$ cat src/design/suffix_automaton_common_substring_assert.svh
// assertion macros for the suffix automaton block
`ifndef SUFFIX_AUTOMATON_COMMON_SUBSTRING_ASSERT_SVH
`define SUFFIX_AUTOMATON_COMMON_SUBSTRING_ASSERT_SVH

// implication checked on every clock edge outside reset
`define SA_ASSERT_IMP(label, ante, cons, msg) \
    label: assert property (@(posedge clk) disable iff (!rst_n) (ante) |-> (cons)) \
        else $error(msg);

// implication checked in the cycle after the antecedent
`define SA_ASSERT_NEXT(label, ante, cons, msg) \
    label: assert property (@(posedge clk) disable iff (!rst_n) (ante) |=> (cons)) \
        else $error(msg);

`endif

$ cat src/design/sacs_ram.sv
// single port synchronous ram with registered read data
`default_nettype none
module sacs_ram #(
    parameter int DEPTH = 16,
    parameter int WIDTH = 8
) (
    input  wire logic                     clk,
    input  wire logic                     we,
    input  wire logic [$clog2(DEPTH)-1:0] addr,
    input  wire logic [WIDTH-1:0]         wdata,
    output logic [WIDTH-1:0]              rdata
);
    logic [WIDTH-1:0] mem [DEPTH];

    always_ff @(posedge clk)
    begin
        if (we)
        begin
            mem[addr] <= wdata;
        end
        rdata <= mem[addr];
    end
endmodule
`default_nettype wire
$ cat config.mk
export PLATFORM = sky130hd
export DESIGN_NAME = sacs_ram
export DESIGN_NICKNAME = d
export VERILOG_FILES = /design/src/design/suffix_automaton_common_substring_assert.svh /design/src/design/sacs_ram.sv
export SDC_FILE = /design/constraint.sdc
export NUM_CORES = 1
export LEC_CHECK = 0
export ABC_AREA = 1
export BUFFER_PORTS_ARGS = -buffer_cell sky130_fd_sc_hd__buf_4
export CAP_MARGIN = 20
export CORE_ASPECT_RATIO = 0.8
export CORE_MARGIN = 3
export CORE_UTILIZATION = 49
export DETAILED_ROUTE_END_ITERATION = 7
export MAX_ROUTING_LAYER = met4
export PLACE_DENSITY = 0.66
export SKIP_LAST_GASP = 1
export SLEW_MARGIN = 20
export SYNTH_ARGS = -nofsm -noshare
export SYNTH_HDL_FRONTEND = slang
export SYNTH_SLANG_ARGS = --single-unit
$ cat constraint.sdc
create_clock -name clk -period 2.1 [get_ports clk]
set_clock_uncertainty 0.1 [all_clocks]
set_input_delay 0.21 -clock clk [delete_from_list [all_inputs] [get_ports clk]]
set_output_delay 0.21 -clock clk [all_outputs]
set_load 0.05 [all_outputs]
==> results of run 1 <==
==> final cells by class <==
type                    count  share of cell area, %
clock inverters            10                   2.30
multi-input cells         368                   21.0
flip-flops and latches    136                   60.8
repair buffers             45                   5.13
well taps                 144                   2.73
inverters                  23                   1.31
clock buffers              22                   6.74
==> path summary, 6_finish.rpt <==
check / depth (start not counted) / start / slack [ns] / end
worst max-delay path: 3 / addr[0] / 0.78 / mem[13][4]$_DFFE_PP_
worst min-delay path: 1 / wdata[0] / 0.07 / mem[7][0]$_DFFE_PP_
worst max register to register: 8 / mem[12][3]$_DFFE_PP_ / 0.95 / rdata[3]$_DFF_P_
worst min register to register: 8 / mem[3][4]$_DFFE_PP_ / 0.59 / rdata[4]$_DFF_P_
==> power by group <==
| group | leakage [nW] | switching (W) | internal, W |
|---|---|---|---|
| clock network | 0.289 | 0.00102 | 0.00197 |
| registers | 1.22 | 0.0000191 | 0.00304 |
| logic | 1.34 | 0.000320 | 0.000123 |
| total | 2.86 | 0.00136 | 0.00513 |
==> stage by stage <==
step	worst slack (ns)	instances	hold WS (ns)	instance area, µm²	total power, W
3_5_place_dp	0.359	716	0.486	5990	0.00355
6_report	0.775	748	0.0654	6590	0.00649
5_1_grt	0.620	748	0.0754	6590	0.00670
3_3_place_gp	0.361	716	0.487	5990	0.00355
2_1_floorplan	0.413	548	0.209	5590	0.00338
4_1_cts	0.786	748	0.0618	6590	0.00651
==> worst reg2reg max path, stage by stage, from the launching register on <==
cell and delay [ns]:
sky130_fd_sc_hd__edfxtp_1 0.41, sky130_fd_sc_hd__nand2_1 0.10, sky130_fd_sc_hd__nand2_1 0.06, sky130_fd_sc_hd__nand2_1 0.06, sky130_fd_sc_hd__nand2_1 0.05, sky130_fd_sc_hd__nand2_1 0.08, sky130_fd_sc_hd__nand2_1 0.08, sky130_fd_sc_hd__inv_1 0.06
sky130_fd_sc_hd__nand2_1 0.05
==> state kept, by name, indices dropped and copies added, names as in the netlist <==
name and flops:
rdata 8, mem 128
==> logic make-up (layout without fill, tap and decap cells) <==
family                 Yosys count  after routing  share of synthesized area [%]
DFF                            136            136                           71.6
buffers and inverters           44            100                           3.62
and+or+nand+nor                368            368                           24.8
==> cell usage in the layout, fill, tap and decap left out <==
cell                         synthesis  layout
sky130_fd_sc_hd__clkinv_1            1       2
sky130_fd_sc_hd__inv_2               1       1
sky130_fd_sc_hd__edfxtp_1          128     128
sky130_fd_sc_hd__clkinvlp_4          0       1
sky130_fd_sc_hd__bufinv_16           0       4
sky130_fd_sc_hd__nor2_1             18      18
sky130_fd_sc_hd__buf_4               6      45
sky130_fd_sc_hd__nand2_1           346     346
sky130_fd_sc_hd__nand3_1             4       4
sky130_fd_sc_hd__clkinv_2            0       4
sky130_fd_sc_hd__dfxtp_1             8       8
sky130_fd_sc_hd__clkbuf_1            3       5
sky130_fd_sc_hd__clkbuf_16           0      17
sky130_fd_sc_hd__inv_1              21      21
==> per-layer routing <==
metal	global-route usage [%]	vias up	part of all wire, %
li1	-	1837	-
met5	-	-	0
met2	29.9	165	43
met4	5.58	0	1.2
met3	6.11	15	7.9
met1	30.9	1705	48
==> reports/summary.json, run 1 <==
{
  "outcome": "complete, no violations",
  "clock_tree_root_buffer_cell": "sky130_fd_sc_hd__clkbuf_16",
  "cts-hold-fix-buffers": 0,
  "timing.critical_path.cells": "buf_4, nand3_1, nor2_1",
  "postSynthNetCount": 562,
  "cts_tree": "yes",
  "syn_avg_cell_area_um2": 10.2,
  "totalNegativeSetupSlack_ns": 0,
  "totalWireLength_um": 12100,
  "timing.final.crit_period_ns": 1.32,
  "detail_route.vias_per_cell": 4.98,
  "worst-endpoint-required_ns": 2.04,
  "post-route-drc-count": 0,
  "max_stage_delay_ns": 0.58,
  "worst_setup_path_end_kind": "register",
  "most_numerous_cell_in_the_yosys_netlist": "sky130_fd_sc_hd__nand2_1",
  "leakage_nw": 2.86,
  "syn_inst": 548,
  "place.port_buffers": 21,
  "startpoint_types": "primary input",
  "worst-slew-pin-transition_ns": 0.654,
  "ctsLongestPathBuffers": 2,
  "yosys-top-cells-count": "sky130_fd_sc_hd__nand2_1, sky130_fd_sc_hd__edfxtp_1, sky130_fd_sc_hd__inv_1, sky130_fd_sc_hd__nor2_1, sky130_fd_sc_hd__buf_2",
  "placeableCoreArea_um2": 11000,
  "layout.core_utilization_pct": 59.8,
  "grt_first_pass_wirelength_um": 19800,
  "synth.yosys.warnings": 0,
  "setup_repair_after_global_routing_missed_its_margin": "no",
  "dieWidth_um": 125,
  "critPathArrivalTime_ns": 1.26,
  "post_synthesis_async_set_or_reset_flop_share_pct": 0,
  "cts.sinks": 136,
  "worst_path_dominant_cell_family": "simple AND/OR/NAND/NOR gates",
  "grt_remaining_overflow": 0,
  "nNetsFinal": 605,
  "post_cts.repair.setup_buffers": 0,
  "worstPathBufferInverterCount": 1,
  "final-seq-area_um2": 4000,
  "antenna_cells_inserted": 0,
  "period_share_pct": 63.1,
  "ctsResizeCount": 0,
  "power.ir.vdd_worst_uv": 741,
  "place.gp.congestion": 0.854,
  "drt_pass1_iterations": 5,
  "clkSlewWorstSetupHoldPaths_ns": 0.05,
  "fillerInstances": 893,
  "grt_max_degree": 49,
  "h-tree-depth": 4,
  "antenna_violations_before_repair": 0,
  "max_clock_freq_ghz": 0.755,
  "grt_pass1_vias": 3648,
  "number_of_enable_type_register_cells_in_the_synthesized_netlist": 128,
  "synth_seq_area_share_pct": 71.6,
  "finalHoldViolations": 0,
  "finalSetupViolations": 0,
  "worst_skew_pair.late_latency_ns": 0.41,
  "timing_worst_setup_path_type": "in -> reg",
  "antenna_violating_nets_post_route": 0,
  "initialDrtViolationCount": 488,
  "routed_vias": 3722,
  "netlist.area_leader.share_pct": 68.7,
  "layout-drive-gt1-share_pct": 11.9,
  "power_density_nw_per_um2": 985,
  "cts-buffers-inserted": 17,
  "postSynthRegisterBits": 136,
  "effective_utilization_at_floorplan_pct": 50.8,
  "top_level_ports": 22,
  "timing_max_transition_violations_final": 0,
  "wl_per_cell_um": 16.2,
  "post_synth_main_area_contributors": "sky130_fd_sc_hd__edfxtp_1, sky130_fd_sc_hd__nand2_1, sky130_fd_sc_hd__dfxtp_1",
  "multi_input_comb_area_um2": 1390,
  "dieArea_um2": 12700,
  "die_height_um": 102,
  "postSynth.topFlopCell": "sky130_fd_sc_hd__edfxtp_1",
  "synthToLayoutAreaGrowth_pct": 17.8,
  "groute.usage.overall_pct": 21.4,
  "critPathMaxFanout": 20,
  "drv.max_cap_violation_count": 0,
  "hold_path_class": "in -> reg",
  "netlist.top_cell.by_area": "sky130_fd_sc_hd__edfxtp_1",
  "row_count": 34,
  "place.detailed.hpwl_um": 7720,
  "number_of_distinct_library_cells_after_synthesis": 11,
  "worst_slew_margin_rel_pct": 56.2,
  "cp_slowest_cell": "sky130_fd_sc_hd__nor2_1",
  "synth.cell_area_um2": 5590
}
(Power assumes the default switching activity.)
==> inputs of run 2 (changes only) <==
--- a/config.mk
+++ b/config.mk
@@ -13,7 +13,7 @@
 export CORE_UTILIZATION = 49
 export DETAILED_ROUTE_END_ITERATION = 7
 export MAX_ROUTING_LAYER = met4
-export PLACE_DENSITY = 0.66
+export PLACE_DENSITY = 0.68
 export SKIP_LAST_GASP = 1
 export SLEW_MARGIN = 20
 export SYNTH_ARGS = -nofsm -noshare
==> constraint.sdc (replaced) <==
create_clock -name clk -period 1.2 [get_ports clk]
set_clock_uncertainty 0.1 [all_clocks]
set_input_delay 0.12 -clock clk [delete_from_list [all_inputs] [get_ports clk]]
set_output_delay 0.12 -clock clk [all_outputs]
set_load 0.05 [all_outputs]
==> reports/summary.json, run 2 (same netlist as run 1, synthesis figures left out) <==
{
  "leakage_nw": 2.99,
  "timing_worst_setup_path_type": "reg -> out",
  "drt_pass1_iterations": 5,
  "dieWidth_um": 125,
  "dpl_cell_area_um2": 6440,
  "place.port_buffers": 21,
  "effective_utilization_at_floorplan_pct": 50.8,
  "largest-register": "mem",
  "post-route-drc-count": 0,
  "antenna_violating_nets_post_route": 0,
  "p_sw_share_pct": 21.3,
  "critPathArrivalTime_ns": 0.95,
  "worst-r2r-cell-count": 8,
  "cts_tree": "yes",
  "timing.critical_path.cells": "buf_6",
  "setup_repair_after_global_routing_missed_its_margin": "no",
  "r2r_setup_slack_ns": 0.14,
  "worst_skew_pair.late_latency_ns": 0.41,
  "power.ir.vdd_worst_uv": 1060,
  "initialDrtViolationCount": 263,
  "grt_first_pass_wirelength_um": 19800,
  "power_frac_comb_pct": 8.2,
  "groute.usage.overall_pct": 21.3,
  "routed_vias": 3812,
  "globalRouteMet1Util_pct": 27.4,
  "internal_power_w": 0.00885,
  "die_height_um": 102,
  "dpl.cell_count": 727,
  "clock_tree_root_buffer_cell": "sky130_fd_sc_hd__clkbuf_16",
  "period_share_pct": 97.6,
  "totalWireLength_um": 12100,
  "worst_setup_path_end_kind": "output pin",
  "top_level_ports": 22,
  "cts-buffers-inserted": 17,
  "totalNegativeSetupSlack_ns": 0,
  "cts.sinks": 136,
  "number_of_cells_on_the_critical_path": 1,
  "worstPathBufferInverterCount": 1,
  "synthToLayoutAreaGrowth_pct": 26.9,
  "pwr-share-clk_pct": 44.2,
  "ctsLongestPathBuffers": 2,
  "critPathCapture": "rdata[0]",
  "worst_path_dominant_cell_family": "flip-flops",
  "grt_pass1_vias": 3881,
  "post_layout_nonfiller_instances": 767,
  "max_clock_freq_ghz": 0.854,
  "worst-endpoint-required_ns": 0.98,
  "dieArea_um2": 12700,
  "share_seq_of_total_power_pct": 47.6,
  "wl_per_cell_um": 15.8,
  "finalHoldViolations": 0,
  "worst_slew_margin_rel_pct": 76.7,
  "grt_max_degree": 33,
  "crit-reg2reg-capture": "rdata[4]$_DFF_P_",
  "design_area_um2": 7100,
  "place.detailed.hpwl_um": 7810,
  "detail_route.vias_per_cell": 4.97,
  "drv.max_cap_violation_count": 0,
  "timing.final.crit_period_ns": 1.17,
  "power_density_nw_per_um2": 1580,
  "clkSlewWorstSetupHoldPaths_ns": 0.05,
  "grt_remaining_overflow": 0,
  "max_stage_delay_ns": 0.37,
  "gr-usage-met3_pct": 5.11,
  "finalSetupViolations": 0,
  "cp_slowest_cell": "sky130_fd_sc_hd__dfxtp_2",
  "layout_common_cells": "sky130_fd_sc_hd__nand2_1, sky130_fd_sc_hd__edfxtp_1, sky130_fd_sc_hd__buf_4",
  "hold_path_class": "in -> reg",
  "final.setup.worst_slack_ns": 0.0293,
  "critPathMaxFanout": 1,
  "busiest_metal_layer_after_global_routing": "met2",
  "h-tree-depth": 4,
  "placeableCoreArea_um2": 11000,
  "timing.critical_path.from": "rdata[0]$_DFF_P_",
  "groute.layer.met2.usage_pct": 33.6,
  "row_count": 34,
  "place_ws_ns": -0.115,
  "r2r_start": "mem[12][4]$_DFFE_PP_",
  "startpoint_types": "register",
  "layout-drive-gt1-share_pct": 17.2,
  "mostFrequentLayoutCell": "sky130_fd_sc_hd__nand2_1",
  "outcome": "complete, no violations",
  "switching_power_total_w": 0.00239,
  "nNetsFinal": 624,
  "antenna_cells_inserted": 0,
  "largest_reg_flops": 128,
  "worst-slew-pin-transition_ns": 0.349,
  "min_path_cells": 7,
  "antenna_violations_before_repair": 0,
  "timing_max_transition_violations_final": 0,
  "place.gp.congestion": 0.926,
  "biggestRegsByFlops": "mem x128, rdata x8"
}
## run 2: cell types whose count changed in the layout (fill, tap and decap cells not counted), moves of 4 or more
cell and delta:
sky130_fd_sc_hd__dlygate4sd3_1 +8, sky130_fd_sc_hd__nand3_4 +4, sky130_fd_sc_hd__buf_4 -5, sky130_fd_sc_hd__nor2_1 -18, sky130_fd_sc_hd__buf_12 +15, sky130_fd_sc_hd__nand3_1 -4, sky130_fd_sc_hd__nor2_4 +16
## run 2: final cells by class
class / count / area (µm²)
fillers: 829 / 3920
repair buffers: 64 / 692
clock inverters: 4 / 70.1
clock buffers: 28 / 497
well taps: 144 / 180
multi-input cells: 368 / 1560
inverters: 23 / 91.3
flip-flops and latches: 136 / 4010
## run 2: what timing repair did
action	in CTS	in global routing
gates resized for setup	2	0
hold buffers	8	0
endpoints found under the setup margin	1	0
buffers inserted	0	0
endpoints found under the hold margin	128	0
## run 2: worst min path at each step
stage | from | end
final | addr[2] | rdata[0]$_DFF_P_
after global routing | we | mem[1][2]$_DFFE_PP_
after CTS | addr[2] | rdata[0]$_DFF_P_
after detailed placement | wdata[2] | mem[11][2]$_DFFE_PP_
after global placement | wdata[2] | mem[11][2]$_DFFE_PP_
after floorplan | wdata[0] | mem[0][0]$_DFFE_PP_
## run 2: power groups by stage
| stage | Clock, W | Combinational [W] | Sequential [W] |
|---|---|---|---|
| 2_1_floorplan | 0 | 0.000423 | 0.00555 |
| 3_3_place_gp | 0 | 0.000875 | 0.00544 |
| 3_5_place_dp | 0 | 0.000886 | 0.00544 |
| 6_report | 0.00497 | 0.000918 | 0.00535 |
| 4_1_cts | 0.00502 | 0.000921 | 0.00535 |
| 5_1_grt | 0.00525 | 0.00101 | 0.00536 |
## run 2: metal layers
layer	wire length, µm	up-vias
li1	-	1881
met3	602	10
met2	5820	92
met4	121	0
met5	0	-
met1	5570	1829
## run 2: through the flow
stage          hold slack [ns]  power [W]  util, %
2_1_floorplan            0.119    0.00597        -
3_3_place_gp             0.334    0.00632     58.5
3_5_place_dp             0.338    0.00633     58.5
4_1_cts                  0.134     0.0113     64.4
5_1_grt                  0.182     0.0116     64.4
6_report                 0.155     0.0112     64.4
==> inputs of run 3 (changes only) <==
--- a/config.mk
+++ b/config.mk
@@ -11,6 +11,7 @@
 export CORE_ASPECT_RATIO = 0.8
 export CORE_MARGIN = 3
 export CORE_UTILIZATION = 49
+export CTS_BUF_LIST = sky130_fd_sc_hd__clkbuf_16
 export DETAILED_ROUTE_END_ITERATION = 7
 export MAX_ROUTING_LAYER = met4
 export PLACE_DENSITY = 0.68
==> reports/summary.json, run 3 (same netlist as run 1, synthesis figures left out) <==
{
  "outcome": "complete, no violations",
  "dieArea_um2": 12700,
  "largest-register": "mem",
  "placeableCoreArea_um2": 11000,
  "clock_tree_root_buffer_cell": "sky130_fd_sc_hd__clkbuf_16",
  "worst-slew-pin-transition_ns": 0.349,
  "grt_remaining_overflow": 0,
  "wl_per_cell_um": 15.8,
  "totalWireLength_um": 12100,
  "finalSetupViolations": 0,
  "timing_worst_setup_path_type": "reg -> out",
  "layout_common_cells": "sky130_fd_sc_hd__nand2_1, sky130_fd_sc_hd__edfxtp_1, sky130_fd_sc_hd__buf_4",
  "nNetsFinal": 624,
  "biggestRegsByFlops": "mem x128, rdata x8",
  "r2r_setup_slack_ns": 0.13,
  "critPathMaxFanout": 1,
  "detail_route.vias_per_cell": 4.94,
  "worst-endpoint-required_ns": 0.98,
  "fillerInstances": 832,
  "multi_input_comb_area_um2": 1560,
  "worstPathBufferInverterCount": 1,
  "cts_tree": "yes",
  "drt_pass1_iterations": 5,
  "worst_skew_pair.late_latency_ns": 0.41,
  "power_density_nw_per_um2": 1550,
  "power_frac_comb_pct": 8.4,
  "cts-buffers-inserted": 17,
  "worst_path_dominant_cell_family": "flip-flops",
  "antenna_violating_nets_post_route": 0,
  "critPathArrivalTime_ns": 0.95,
  "h-tree-depth": 4,
  "die_height_um": 102,
  "hold_path_class": "in -> reg",
  "routed_vias": 3791,
  "mostFrequentLayoutCell": "sky130_fd_sc_hd__nand2_1",
  "place_ws_ns": -0.115,
  "drv.max_cap_violation_count": 0,
  "ctsLongestPathBuffers": 2,
  "place.port_buffers": 21,
  "grt_pass1_vias": 3875,
  "layout-drive-gt1-share_pct": 16.7,
  "final-seq-area_um2": 4010,
  "leakage_nw": 3.01,
  "effective_utilization_at_floorplan_pct": 50.8,
  "initialDrtViolationCount": 265,
  "setup_repair_after_global_routing_missed_its_margin": "no",
  "largest_reg_flops": 128,
  "place.detailed.hpwl_um": 7810,
  "timing_max_transition_violations_final": 0,
  "share_seq_of_total_power_pct": 48.8,
  "finalHoldViolations": 0,
  "cp_slowest_cell": "sky130_fd_sc_hd__dfxtp_2",
  "dpl.cell_count": 727,
  "power.ir.vdd_worst_uv": 1060,
  "switching_power_total_w": 0.00238,
  "grt_max_degree": 33,
  "worst_setup_path_end_kind": "output pin",
  "max_stage_delay_ns": 0.37,
  "antenna_cells_inserted": 0,
  "pwr-share-clk_pct": 42.9,
  "antenna_violations_before_repair": 0,
  "place.gp.congestion": 0.926,
  "top_level_ports": 22,
  "p_sw_share_pct": 21.7,
  "grt_first_pass_wirelength_um": 19800,
  "post_layout_nonfiller_instances": 767,
  "cts.sinks": 136,
  "dieWidth_um": 125,
  "startpoint_types": "register",
  "groute.usage.overall_pct": 21.2,
  "timing.final.crit_period_ns": 1.17,
  "row_count": 34,
  "internal_power_w": 0.00859,
  "timing.critical_path.cells": "buf_6",
  "post-route-drc-count": 0,
  "worst_slew_margin_rel_pct": 76.7,
  "synthToLayoutAreaGrowth_pct": 26.4,
  "clkSlewWorstSetupHoldPaths_ns": 0.05,
  "final.setup.worst_slack_ns": 0.0342,
  "period_share_pct": 97.2,
  "max_clock_freq_ghz": 0.858
}
run 3: final cells by class:
cell class,instances,share of cell area [%]
clock buffers,17,6.02
clock inverters,15,1.58
inverters,23,1.29
multi-input cells,368,22.1
flip-flops and latches,136,56.7
well taps,144,2.55
repair buffers,64,9.79
run 3: final timing paths:
check                                           from               end  depth (start not counted)
worst max-delay path                rdata[0]$_DFF_P_          rdata[0]                          1
worst min register to register   mem[4][0]$_DFFE_PP_  rdata[0]$_DFF_P_                          8
worst max register to register  mem[15][0]$_DFFE_PP_  rdata[0]$_DFF_P_                          8
worst min-delay path                         addr[2]  rdata[0]$_DFF_P_                          7
run 3: repair_timing:
action,in CTS,in global routing
hold endpoints to repair,128,0
gates resized for setup,2,0
setup endpoints to repair,1,0
setup buffers,0,0
hold buffers,8,0
run 3: tightest hold or removal path: stages:
cell,delay (ns)
sky130_fd_sc_hd__buf_4,0.11
sky130_fd_sc_hd__nor2_2,0.05
sky130_fd_sc_hd__buf_4,0.16
sky130_fd_sc_hd__nand2_1,0.07
sky130_fd_sc_hd__nand2_1,0.04
sky130_fd_sc_hd__inv_1,0.04
sky130_fd_sc_hd__nand2_1,0.04
run 3: per-layer routing:
metal / share of wire (%) / vias up / track usage, %
met1: 46 / 1815 / 27.6
met2: 49 / 90 / 33.3
li1: - / 1882 / -
met5: 0 / - / -
met4: 0.44 / 0 / 7.25
met3: 4.8 / 4 / 5.06
run 3: stage by stage:
step	hold slack, ns	power (W)	setup TNS [ns]	util [%]	instance area (µm²)
global route	0.181	0.0113	0	64.1	7070
global placement	0.334	0.00632	-7.21	58.5	6440
floorplan	0.119	0.00597	0	-	5800
detailed placement	0.338	0.00633	-9.40	58.5	6440
CTS	0.137	0.0110	0	64.1	7070
finish	0.156	0.0110	0	64.1	7070
run 3: power groups by stage:
stage / clock network (W) / logic [W] / registers, W
global route: 0.00498 / 0.00101 / 0.00536
global placement: 0 / 0.000875 / 0.00544
floorplan: 0 / 0.000423 / 0.00555
finish: 0.00470 / 0.000917 / 0.00535
detailed placement: 0 / 0.000886 / 0.00544
CTS: 0.00475 / 0.000920 / 0.00535
